===== config.mk =====
export PLATFORM = sky130hd
export DESIGN_NAME = decaying_sine_voice_top
export DESIGN_NICKNAME = d
export VERILOG_FILES = /design/src/rtl/dsv_pkg.sv /design/src/rtl/decaying_sine_voice_top.sv
export VERILOG_INCLUDE_DIRS = /design/src /design/src/rtl
export SDC_FILE = /design/constraint.sdc
export NUM_CORES = 2
export LEC_CHECK = 0
export BUFFER_PORTS_ARGS = -buffer_cell sky130_fd_sc_hd__buf_2
export CAP_MARGIN = 10
export CORE_MARGIN = 3
export CORE_UTILIZATION = 30
export CTS_BUF_LIST = sky130_fd_sc_hd__clkbuf_8
export DETAILED_ROUTE_END_ITERATION = 7
export PLACE_DENSITY = 0.47
export SLEW_MARGIN = 25
export SYNTH_ARGS = -nofsm -noshare
export SYNTH_HDL_FRONTEND = slang
export SYNTH_SLANG_ARGS = --single-unit

===== constraint.sdc =====
create_clock -name clk_i -period 15.7 [get_ports clk_i]
set_clock_uncertainty 0.15 [all_clocks]
set_input_delay 2.355 -clock clk_i [delete_from_list [all_inputs] [get_ports clk_i]]
set_output_delay 2.355 -clock clk_i [all_outputs]
set_load 0.02 [all_outputs]

===== src/rtl/decaying_sine_voice_top_defines.svh =====
// assertion macros for the decaying sine voice
// used by decaying_sine_voice_top, expects clk_i and rst_ni in scope
`ifndef DECAYING_SINE_VOICE_TOP_DEFINES_SVH
`define DECAYING_SINE_VOICE_TOP_DEFINES_SVH

// property checked at every clock edge outside reset
`define DSV_ASSERT(lbl, prop, msg) \
  lbl: assert property (@(posedge clk_i) disable iff (!rst_ni) (prop)) else $error(msg);

// implication checked with the non-overlapping |=> operator
`define DSV_ASSERT_NEXT(lbl, ante, cons, msg) \
  lbl: assert property (@(posedge clk_i) disable iff (!rst_ni) (ante) |=> (cons)) \
    else $error(msg);

`endif


===== src/rtl/dsv_pkg.sv =====
// shared constants for the decaying sine voice
// no dependencies
`timescale 1ns / 1ps

package dsv_pkg;

  localparam int unsigned SINE_INDEX_BITS_DEF = 10;
  localparam int unsigned PHASE_BITS_DEF      = 32;

  // configuration register indexes
  localparam logic [1:0] REG_PHASE_STEP   = 2'd0;
  localparam logic [1:0] REG_MAX_LEVEL    = 2'd1;
  localparam logic [1:0] REG_DECAY_FACTOR = 2'd2;
  localparam logic [1:0] REG_DECAY_FLOOR  = 2'd3;

  // reset values of the configuration registers
  localparam logic [31:0] PHASE_STEP_RST   = 32'd78741116;
  localparam logic [15:0] MAX_LEVEL_RST    = 16'd6554;
  localparam logic [23:0] DECAY_FACTOR_RST = 24'd16775539;
  localparam logic [23:0] DECAY_FLOOR_RST  = 24'd84;

  // action codes
  localparam logic ACT_TICK    = 1'b0;
  localparam logic ACT_TRIGGER = 1'b1;

  // sine polynomial coefficients in q16
  localparam logic [16:0] POLY_A = 17'd102944;
  localparam logic [15:0] POLY_B = 16'd42047;
  localparam logic [12:0] POLY_C = 13'd4640;

  // full scale amplitude in q1.23
  localparam logic signed [24:0] AMP_FULL     = 25'sd8388608;
  localparam logic signed [32:0] AMP_FULL_EXT = 33'sd8388608;

  localparam logic [14:0] SINE_MAX = 15'h7fff;

endpackage


===== src/rtl/decaying_sine_voice_top.sv =====
// decaying sine voice: triggered sine tone with exponential amplitude decay
// depends on dsv_pkg and decaying_sine_voice_top_defines.svh
//
//   channel  | signals                                  | direction
//   ---------+------------------------------------------+----------
//   in       | in_valid_i, in_stall_o, action_i,        | input
//            | trigger_factor_i                         |
//   out      | out_valid_o, out_stall_i, sample_o       | output
//   cfg      | cfg_we_i, cfg_index_i, cfg_data_i        | input
//
// one item per cycle while the output is not stalled; a tick sample passes stages 1 to 4 and then the output register
// amplitude and phase are updated at the input transfer, the sine polynomial
// runs through four multiplier stages and the amplitude product fills the output register
// each stage moves on when the next one is empty or moving, so bubbles collapse
// a trigger gives no sample and only loads the amplitude
// reset clears phase, amplitude and stage valid bits and loads register defaults
`timescale 1ns / 1ps
`include "decaying_sine_voice_top_defines.svh"

module decaying_sine_voice_top #(
  parameter int unsigned SINE_INDEX_BITS = dsv_pkg::SINE_INDEX_BITS_DEF,
  parameter int unsigned PHASE_BITS      = dsv_pkg::PHASE_BITS_DEF
) (
  input  logic               clk_i,
  input  logic               rst_ni,
  input  logic               cfg_we_i,
  input  logic [1:0]         cfg_index_i,
  input  logic [31:0]        cfg_data_i,
  input  logic               in_valid_i,
  output logic               in_stall_o,
  input  logic               action_i,
  input  logic signed [23:0] trigger_factor_i,
  output logic               out_valid_o,
  input  logic               out_stall_i,
  output logic signed [15:0] sample_o
);

  localparam int unsigned QBITS = SINE_INDEX_BITS - 2;

  // configuration
  logic [PHASE_BITS-1:0] phase_step_q;
  logic [15:0]           max_level_q;
  logic [23:0]           decay_factor_q;
  logic [23:0]           decay_floor_q;

  always_ff @(posedge clk_i or negedge rst_ni) begin
    if (!rst_ni) begin
      phase_step_q   <= dsv_pkg::PHASE_STEP_RST[PHASE_BITS-1:0];
      max_level_q    <= dsv_pkg::MAX_LEVEL_RST;
      decay_factor_q <= dsv_pkg::DECAY_FACTOR_RST;
      decay_floor_q  <= dsv_pkg::DECAY_FLOOR_RST;
    end else if (cfg_we_i) begin
      case (cfg_index_i)
        dsv_pkg::REG_PHASE_STEP:   phase_step_q   <= cfg_data_i[PHASE_BITS-1:0];
        dsv_pkg::REG_MAX_LEVEL:    max_level_q    <= cfg_data_i[15:0];
        dsv_pkg::REG_DECAY_FACTOR: decay_factor_q <= cfg_data_i[23:0];
        dsv_pkg::REG_DECAY_FLOOR:  decay_floor_q  <= cfg_data_i[23:0];
        default: ;
      endcase
    end
  end

  // stage handshake
  logic v1_q, v2_q, v3_q, v4_q, out_v_q;
  logic rdy_out, rdy4, rdy3, rdy2, rdy1;
  logic in_xfer, tick_xfer, trig_xfer;

  assign rdy_out = !out_v_q || !out_stall_i;
  assign rdy4    = !v4_q || rdy_out;
  assign rdy3    = !v3_q || rdy4;
  assign rdy2    = !v2_q || rdy3;
  assign rdy1    = !v1_q || rdy2;

  assign in_stall_o = !rdy1;
  assign in_xfer    = in_valid_i && rdy1;
  assign tick_xfer  = in_xfer && (action_i == dsv_pkg::ACT_TICK);
  assign trig_xfer  = in_xfer && (action_i == dsv_pkg::ACT_TRIGGER);

  // voice state
  logic [PHASE_BITS-1:0] phase_acc_q;
  logic signed [24:0]    amp_q, amp_d;

  // trigger amplitude
  logic signed [40:0] trig_prod;
  logic signed [32:0] trig_shift;
  logic signed [24:0] trig_amp;

  assign trig_prod  = $signed({{17{trigger_factor_i[23]}}, trigger_factor_i})
                    * $signed({25'd0, max_level_q});
  assign trig_shift = trig_prod[40:8];

  always_comb begin
    if (trig_shift > dsv_pkg::AMP_FULL_EXT) begin
      trig_amp = dsv_pkg::AMP_FULL;
    end else if (trig_shift < -dsv_pkg::AMP_FULL_EXT) begin
      trig_amp = -dsv_pkg::AMP_FULL;
    end else begin
      trig_amp = trig_shift[24:0];
    end
  end

  // decay
  logic [47:0] decay_prod;
  logic        above_floor;

  assign decay_prod  = amp_q[23:0] * decay_factor_q;
  assign above_floor = amp_q > $signed({1'b0, decay_floor_q});

  always_comb begin
    amp_d = amp_q;
    if (trig_xfer) begin
      amp_d = trig_amp;
    end else if (tick_xfer && above_floor) begin
      amp_d = $signed({1'b0, decay_prod[47:24]});
    end
  end

  always_ff @(posedge clk_i or negedge rst_ni) begin
    if (!rst_ni) begin
      phase_acc_q <= '0;
      amp_q       <= '0;
    end else begin
      amp_q <= amp_d;
      if (tick_xfer) begin
        phase_acc_q <= phase_acc_q + phase_step_q;
      end
    end
  end

  // sine front end: quadrant, folded offset, x squared
  logic [SINE_INDEX_BITS-1:0] idx;
  logic [1:0]                 quad;
  logic [QBITS-1:0]           r_raw;
  logic [QBITS:0]             r_fold;
  logic [16:0]                x0;
  logic [33:0]                xsq_prod;

  assign idx      = phase_acc_q[PHASE_BITS-1 -: SINE_INDEX_BITS];
  assign quad     = idx[SINE_INDEX_BITS-1 -: 2];
  assign r_raw    = idx[QBITS-1:0];
  assign r_fold   = quad[0] ? ({1'b1, {QBITS{1'b0}}} - {1'b0, r_raw}) : {1'b0, r_raw};
  assign x0       = 17'(r_fold) << (16 - QBITS);
  assign xsq_prod = x0 * x0;

  // stage 1
  logic [1:0]         quad1_q;
  logic [16:0]        x1_q, xsq1_q;
  logic signed [24:0] amp1_q;

  always_ff @(posedge clk_i or negedge rst_ni) begin
    if (!rst_ni) begin
      v1_q <= 1'b0;
    end else if (rdy1) begin
      v1_q <= tick_xfer;
    end
  end

  always_ff @(posedge clk_i) begin
    if (tick_xfer) begin
      quad1_q <= quad;
      x1_q    <= x0;
      xsq1_q  <= xsq_prod[32:16];
      amp1_q  <= amp_q;
    end
  end

  // stage 2: c times x squared
  logic [29:0]        t_prod;
  logic [1:0]         quad2_q;
  logic [16:0]        x2_q, xsq2_q;
  logic [12:0]        t2_q;
  logic signed [24:0] amp2_q;

  assign t_prod = dsv_pkg::POLY_C * xsq1_q;

  always_ff @(posedge clk_i or negedge rst_ni) begin
    if (!rst_ni) begin
      v2_q <= 1'b0;
    end else if (rdy2) begin
      v2_q <= v1_q;
    end
  end

  always_ff @(posedge clk_i) begin
    if (rdy2 && v1_q) begin
      quad2_q <= quad1_q;
      x2_q    <= x1_q;
      xsq2_q  <= xsq1_q;
      t2_q    <= t_prod[28:16];
      amp2_q  <= amp1_q;
    end
  end

  // stage 3: x squared times (b - t)
  logic [15:0]        bmt;
  logic [32:0]        u_prod;
  logic [1:0]         quad3_q;
  logic [16:0]        x3_q;
  logic [15:0]        u3_q;
  logic signed [24:0] amp3_q;

  assign bmt    = dsv_pkg::POLY_B - {3'd0, t2_q};
  assign u_prod = xsq2_q * bmt;

  always_ff @(posedge clk_i or negedge rst_ni) begin
    if (!rst_ni) begin
      v3_q <= 1'b0;
    end else if (rdy3) begin
      v3_q <= v2_q;
    end
  end

  always_ff @(posedge clk_i) begin
    if (rdy3 && v2_q) begin
      quad3_q <= quad2_q;
      x3_q    <= x2_q;
      u3_q    <= u_prod[31:16];
      amp3_q  <= amp2_q;
    end
  end

  // stage 4: x times (a - u), halve, clamp, sign by quadrant
  logic [16:0]        amu;
  logic [33:0]        y_prod;
  logic [15:0]        y_half;
  logic [14:0]        sine_mag;
  logic signed [15:0] sine;
  logic signed [15:0] sine4_q;
  logic signed [24:0] amp4_q;

  assign amu      = dsv_pkg::POLY_A - {1'b0, u3_q};
  assign y_prod   = x3_q * amu;
  assign y_half   = y_prod[32:17];
  assign sine_mag = (y_half > {1'b0, dsv_pkg::SINE_MAX}) ? dsv_pkg::SINE_MAX : y_half[14:0];
  assign sine     = quad3_q[1] ? -$signed({1'b0, sine_mag}) : $signed({1'b0, sine_mag});

  always_ff @(posedge clk_i or negedge rst_ni) begin
    if (!rst_ni) begin
      v4_q <= 1'b0;
    end else if (rdy4) begin
      v4_q <= v3_q;
    end
  end

  always_ff @(posedge clk_i) begin
    if (rdy4 && v3_q) begin
      sine4_q <= sine;
      amp4_q  <= amp3_q;
    end
  end

  // output: amplitude times sine, floor shift by 23
  logic signed [40:0] s_prod;
  logic signed [15:0] sample_q;

  assign s_prod = $signed({{16{amp4_q[24]}}, amp4_q})
                * $signed({{25{sine4_q[15]}}, sine4_q});

  always_ff @(posedge clk_i or negedge rst_ni) begin
    if (!rst_ni) begin
      out_v_q <= 1'b0;
    end else if (rdy_out) begin
      out_v_q <= v4_q;
    end
  end

  always_ff @(posedge clk_i) begin
    if (rdy_out && v4_q) begin
      sample_q <= s_prod[38:23];
    end
  end

  assign out_valid_o = out_v_q;
  assign sample_o    = sample_q;

  // checks
  `DSV_ASSERT(a_amp_range, (amp_q <= dsv_pkg::AMP_FULL) && (amp_q >= -dsv_pkg::AMP_FULL), "amplitude out of range")
  `DSV_ASSERT_NEXT(a_decay_no_rise, tick_xfer && (amp_q > 25'sd0), amp_q <= $past(amp_q), "decay raised amplitude")
  `DSV_ASSERT_NEXT(a_phase_hold, !tick_xfer, $stable(phase_acc_q), "phase moved without a tick transfer")
  `DSV_ASSERT_NEXT(a_no_phantom_out, !v4_q && !out_v_q, !out_v_q, "sample without a pipeline item")

endmodule


==> flow_metrics.env <==
export IMPL_synth_area_leader_cell="fa_1"
export IMPL_drtIter0Drc=2286
export IMPL_critical_path_buf_inv_count=3
export IMPL_crit_path_end_kind="flop"
export IMPL_crit_family="adder cells"
export IMPL_cp_max_fo=24
export IMPL_drc=0
export IMPL_cts_tree="built"
export IMPL_outcome="complete, no violations"
export IMPL_min_path_cells=0
export IMPL_grt_antenna_before_repair=21
export IMPL_insertion_delay_ps=780
export IMPL_htreeDepth=3
export IMPL_drv_slew=0
export IMPL_r2r_slack_ps=6550
export IMPL_hold_viol=0
export IMPL_yosys_warnings=0
export IMPL_nFillCells=26160
export IMPL_drv_cap=0
export IMPL_port_buffers=81
export IMPL_clockBufferDepth=3
export IMPL_setup_violations_final=0
export IMPL_syn2layout_area_growth_pct=7.475
export IMPL_rr_endpoint="amp_q[21]"
export IMPL_syn_area_sq_mm=0.07614
export IMPL_async_reset_ff_share_pct=41.69
export IMPL_hold_path_end="amp2_q[24]"
export IMPL_worst_pin_slew_ps=1023
export IMPL_startpoint_type="flop"
export IMPL_synth_edf_count=221
export IMPL_synth_distinct_cells=103
export IMPL_cts_hold_buf=0
export IMPL_min_period_ps=9146
export IMPL_synth_top_area_share_pct=41.15
export IMPL_final_layout_size_suffix_gt1_share_pct=6.054
export IMPL_dp_hpwl_um=154700
export IMPL_core_area_sq_mm=0.2519
export IMPL_rows=184
export IMPL_fp_dieW_um=509.8
export IMPL_die_h_um=509.8
export IMPL_rsz0062_at_grt="false"
export IMPL_synthTopCellsByArea="fa_1 (41%), ha_1 (11%), inv_1 (8.9%), edfxtp_1 (8.7%), nand2_1 (5.4%)"
export IMPL_first_pass_iters=7
export IMPL_numCtsBuffers=74
export IMPL_overflow=0
export IMPL_root_buffer="clkbuf_8"
export IMPL_viasPerCell=4.601
export IMPL_path_cells="buf_4 -> and2_1 -> fa_1 -> fa_1 -> fa_1 -> inv_1 -> fa_1 -> fa_1 -> inv_1 -> fa_1 -> fa_1 -> ha_1 -> nand4_1 -> a2111oi_0 -> a211oi_1 -> a211oi_1 -> o2111ai_1 -> and2_1 -> o21ai_1 -> a21oi_1 -> a21oi_1 -> mux2i_1 -> o22ai_2"
export IMPL_finish_net_count=10090
export IMPL_path_class="reg2reg"
export IMPL_rr_worst_depth=23
export IMPL_fin_crit_sh_pct=58.26
export IMPL_initial_core_util_pct=30.23
export IMPL_fin_tns_setup_ps=0
export IMPL_cp_data_required_time_ps=16150
export IMPL_via_count=51620
export IMPL_cts_setup_buffers=0
export IMPL_syn_avg_cell_area_sq_um=9.697
export IMPL_hp_start="amp1_q[24]"
export IMPL_path_clk_slew_ps=60
export IMPL_grt_pass1_wl_um=326500
export IMPL_gp_congestion=0.8254
export IMPL_cp_slowest_stage_delay_ps=870
export IMPL_cts_sinks=379
export IMPL_drt_total_wl_um=200400
export IMPL_yosys_most_used_dff="edfxtp_1"
export IMPL_yosysSeqAreaShare_pct=13.98
export IMPL_final_cell_mix="inv_1 (1829), fa_1 (1565), nand2_1 (1105)"
export IMPL_reg2reg_from="amp_q[15]"
export IMPL_layout_commonest_cell="inv_1"
export IMPL_hp_class="reg2reg"
export IMPL_cp_common_cell="fa_1"
export IMPL_ios=82
export IMPL_yosys_register_bits=379
export IMPL_max_slew_margin_pct=31.80
export IMPL_max_freq_mhz=109.3
export IMPL_cts_repair_resized=0
export IMPL_grt_max_degree=90
export IMPL_arrival_ps=9600
export IMPL_ant_nets=0
export IMPL_die_area_sq_mm=0.2599
export IMPL_synthCells=7852
export IMPL_gr_usage_all_layers_pct=15.97
export IMPL_slowest_stage="a211oi_1"
export IMPL_grt_pass1_vias=57820
export IMPL_wire_per_inst_um=17.87
layer usage:
layer | up-vias | global-route usage [%] | routed length [um]
met5 | - | 0 | 55
met4 | 8 | 4.250 | 5314
met3 | 238 | 1.793 | 7322
met2 | 903 | 28.57 | 101900
met1 | 26970 | 20.36 | 85850
li1 | 23500 | - | -
kinds of logic after synthesis:
family	after synthesis	synth area share, %
xor+xnor	211	2.427
other cells	2	0.009863
compound gates	522	4.790
mux	119	1.729
fa+ha+maj	2223	51.96
simple gates	2289	14.66
flops	379	13.98
buf+inv	2107	10.44
flip-flops by register name (all words and copies together) (netlist names), 13 cells and up:
name and cells:
amp2_q 25, t2_q 13, amp4_q 25, amp_q 25, decay_factor_q 24, u3_q 16, xsq2_q 16, decay_floor_q 24
xsq1_q 16, amp3_q 25, sample_o 16, amp1_q 25, max_level_q 16, sine4_q 16, phase_acc_q 32, phase_step_q 32
metrics by stage:
stage / instance area [sq um] / cells / worst slack [ps] / utilization (%) / hold WS (ps)
after floorplan: 76210 / 7869 / 6825 / - / 250.3
after global placement: 80290 / 11080 / 6148 / 31.88 / 250.5
after detailed placement: 80290 / 11080 / 6021 / 31.88 / 254.5
after CTS: 81810 / 11210 / 6598 / 32.48 / 180.2
after global routing: 81830 / 11220 / 5993 / 32.49 / 218.4
final: 81830 / 11220 / 6554 / 32.49 / 213.8
Yosys cell counts (14+ instances only):
| library cell | instances |
|---|---|
| inv_1 | 1805 |
| fa_1 | 1565 |
| nand2_1 | 1105 |
| ha_1 | 658 |
| and2_1 | 614 |
| clkbuf_1 | 285 |
| edfxtp_1 | 221 |
| nor2_1 | 147 |
| a21oi_1 | 128 |
| xnor2_1 | 126 |
| nand2b_1 | 123 |
| dfrtp_1 | 113 |
| o21ai_0 | 99 |
| mux2_2 | 97 |
| nor2b_1 | 92 |
| xor2_1 | 85 |
| a21o_1 | 74 |
| nor3_1 | 48 |
| dfstp_2 | 45 |
| nand3_1 | 42 |
| a211oi_1 | 27 |
| nand4_1 | 27 |
| mux2i_1 | 21 |
| and3_1 | 19 |
| or3_1 | 15 |
| a31oi_1 | 14 |
cell type report:
class	count	area (sq um)	area share, %
multi-input cells	5383	57650	70.45
well taps	3348	4189	5.119
flip-flops and latches	379	10650	13.01
clock buffers	83	1142	1.396
diodes	9	22.52	0.02752
inverters	1806	6779	8.284
clock inverters	50	379.1	0.4633
repair buffers	162	1022	1.249
worst reg2reg max path, cell delays in order, from the launching register on:
cell and delay (ps):
dfrtp_1 610, buf_4 500, and2_1 260, fa_1 450, fa_1 530, fa_1 540
inv_1 60, fa_1 480, fa_1 560, inv_1 50, fa_1 510, fa_1 440
ha_1 380, nand4_1 110, a2111oi_0 590, a211oi_1 260, a211oi_1 870, o2111ai_1 260
and2_1 250, o21ai_1 370, a21oi_1 160, a21oi_1 200, mux2i_1 310, o22ai_2 120
worst max path at each step:
stage | start | end | slack [ps] | cells after the start
2_1_floorplan | trigger_factor_i[7] | amp_q[23] | 6830 | 25
3_3_place_gp | trigger_factor_i[7] | amp_q[12] | 6150 | 25
3_5_place_dp | trigger_factor_i[11] | amp_q[12] | 6020 | 23
4_1_cts | amp_q[15] | amp_q[21] | 6600 | 23
5_1_grt | u3_q[0] | sine4_q[12] | 5990 | 31
6_report | amp_q[15] | amp_q[21] | 6550 | 23
Power is not shown: default switching activity piles up to over one toggle a cycle in this logic, so the estimate is an artifact.
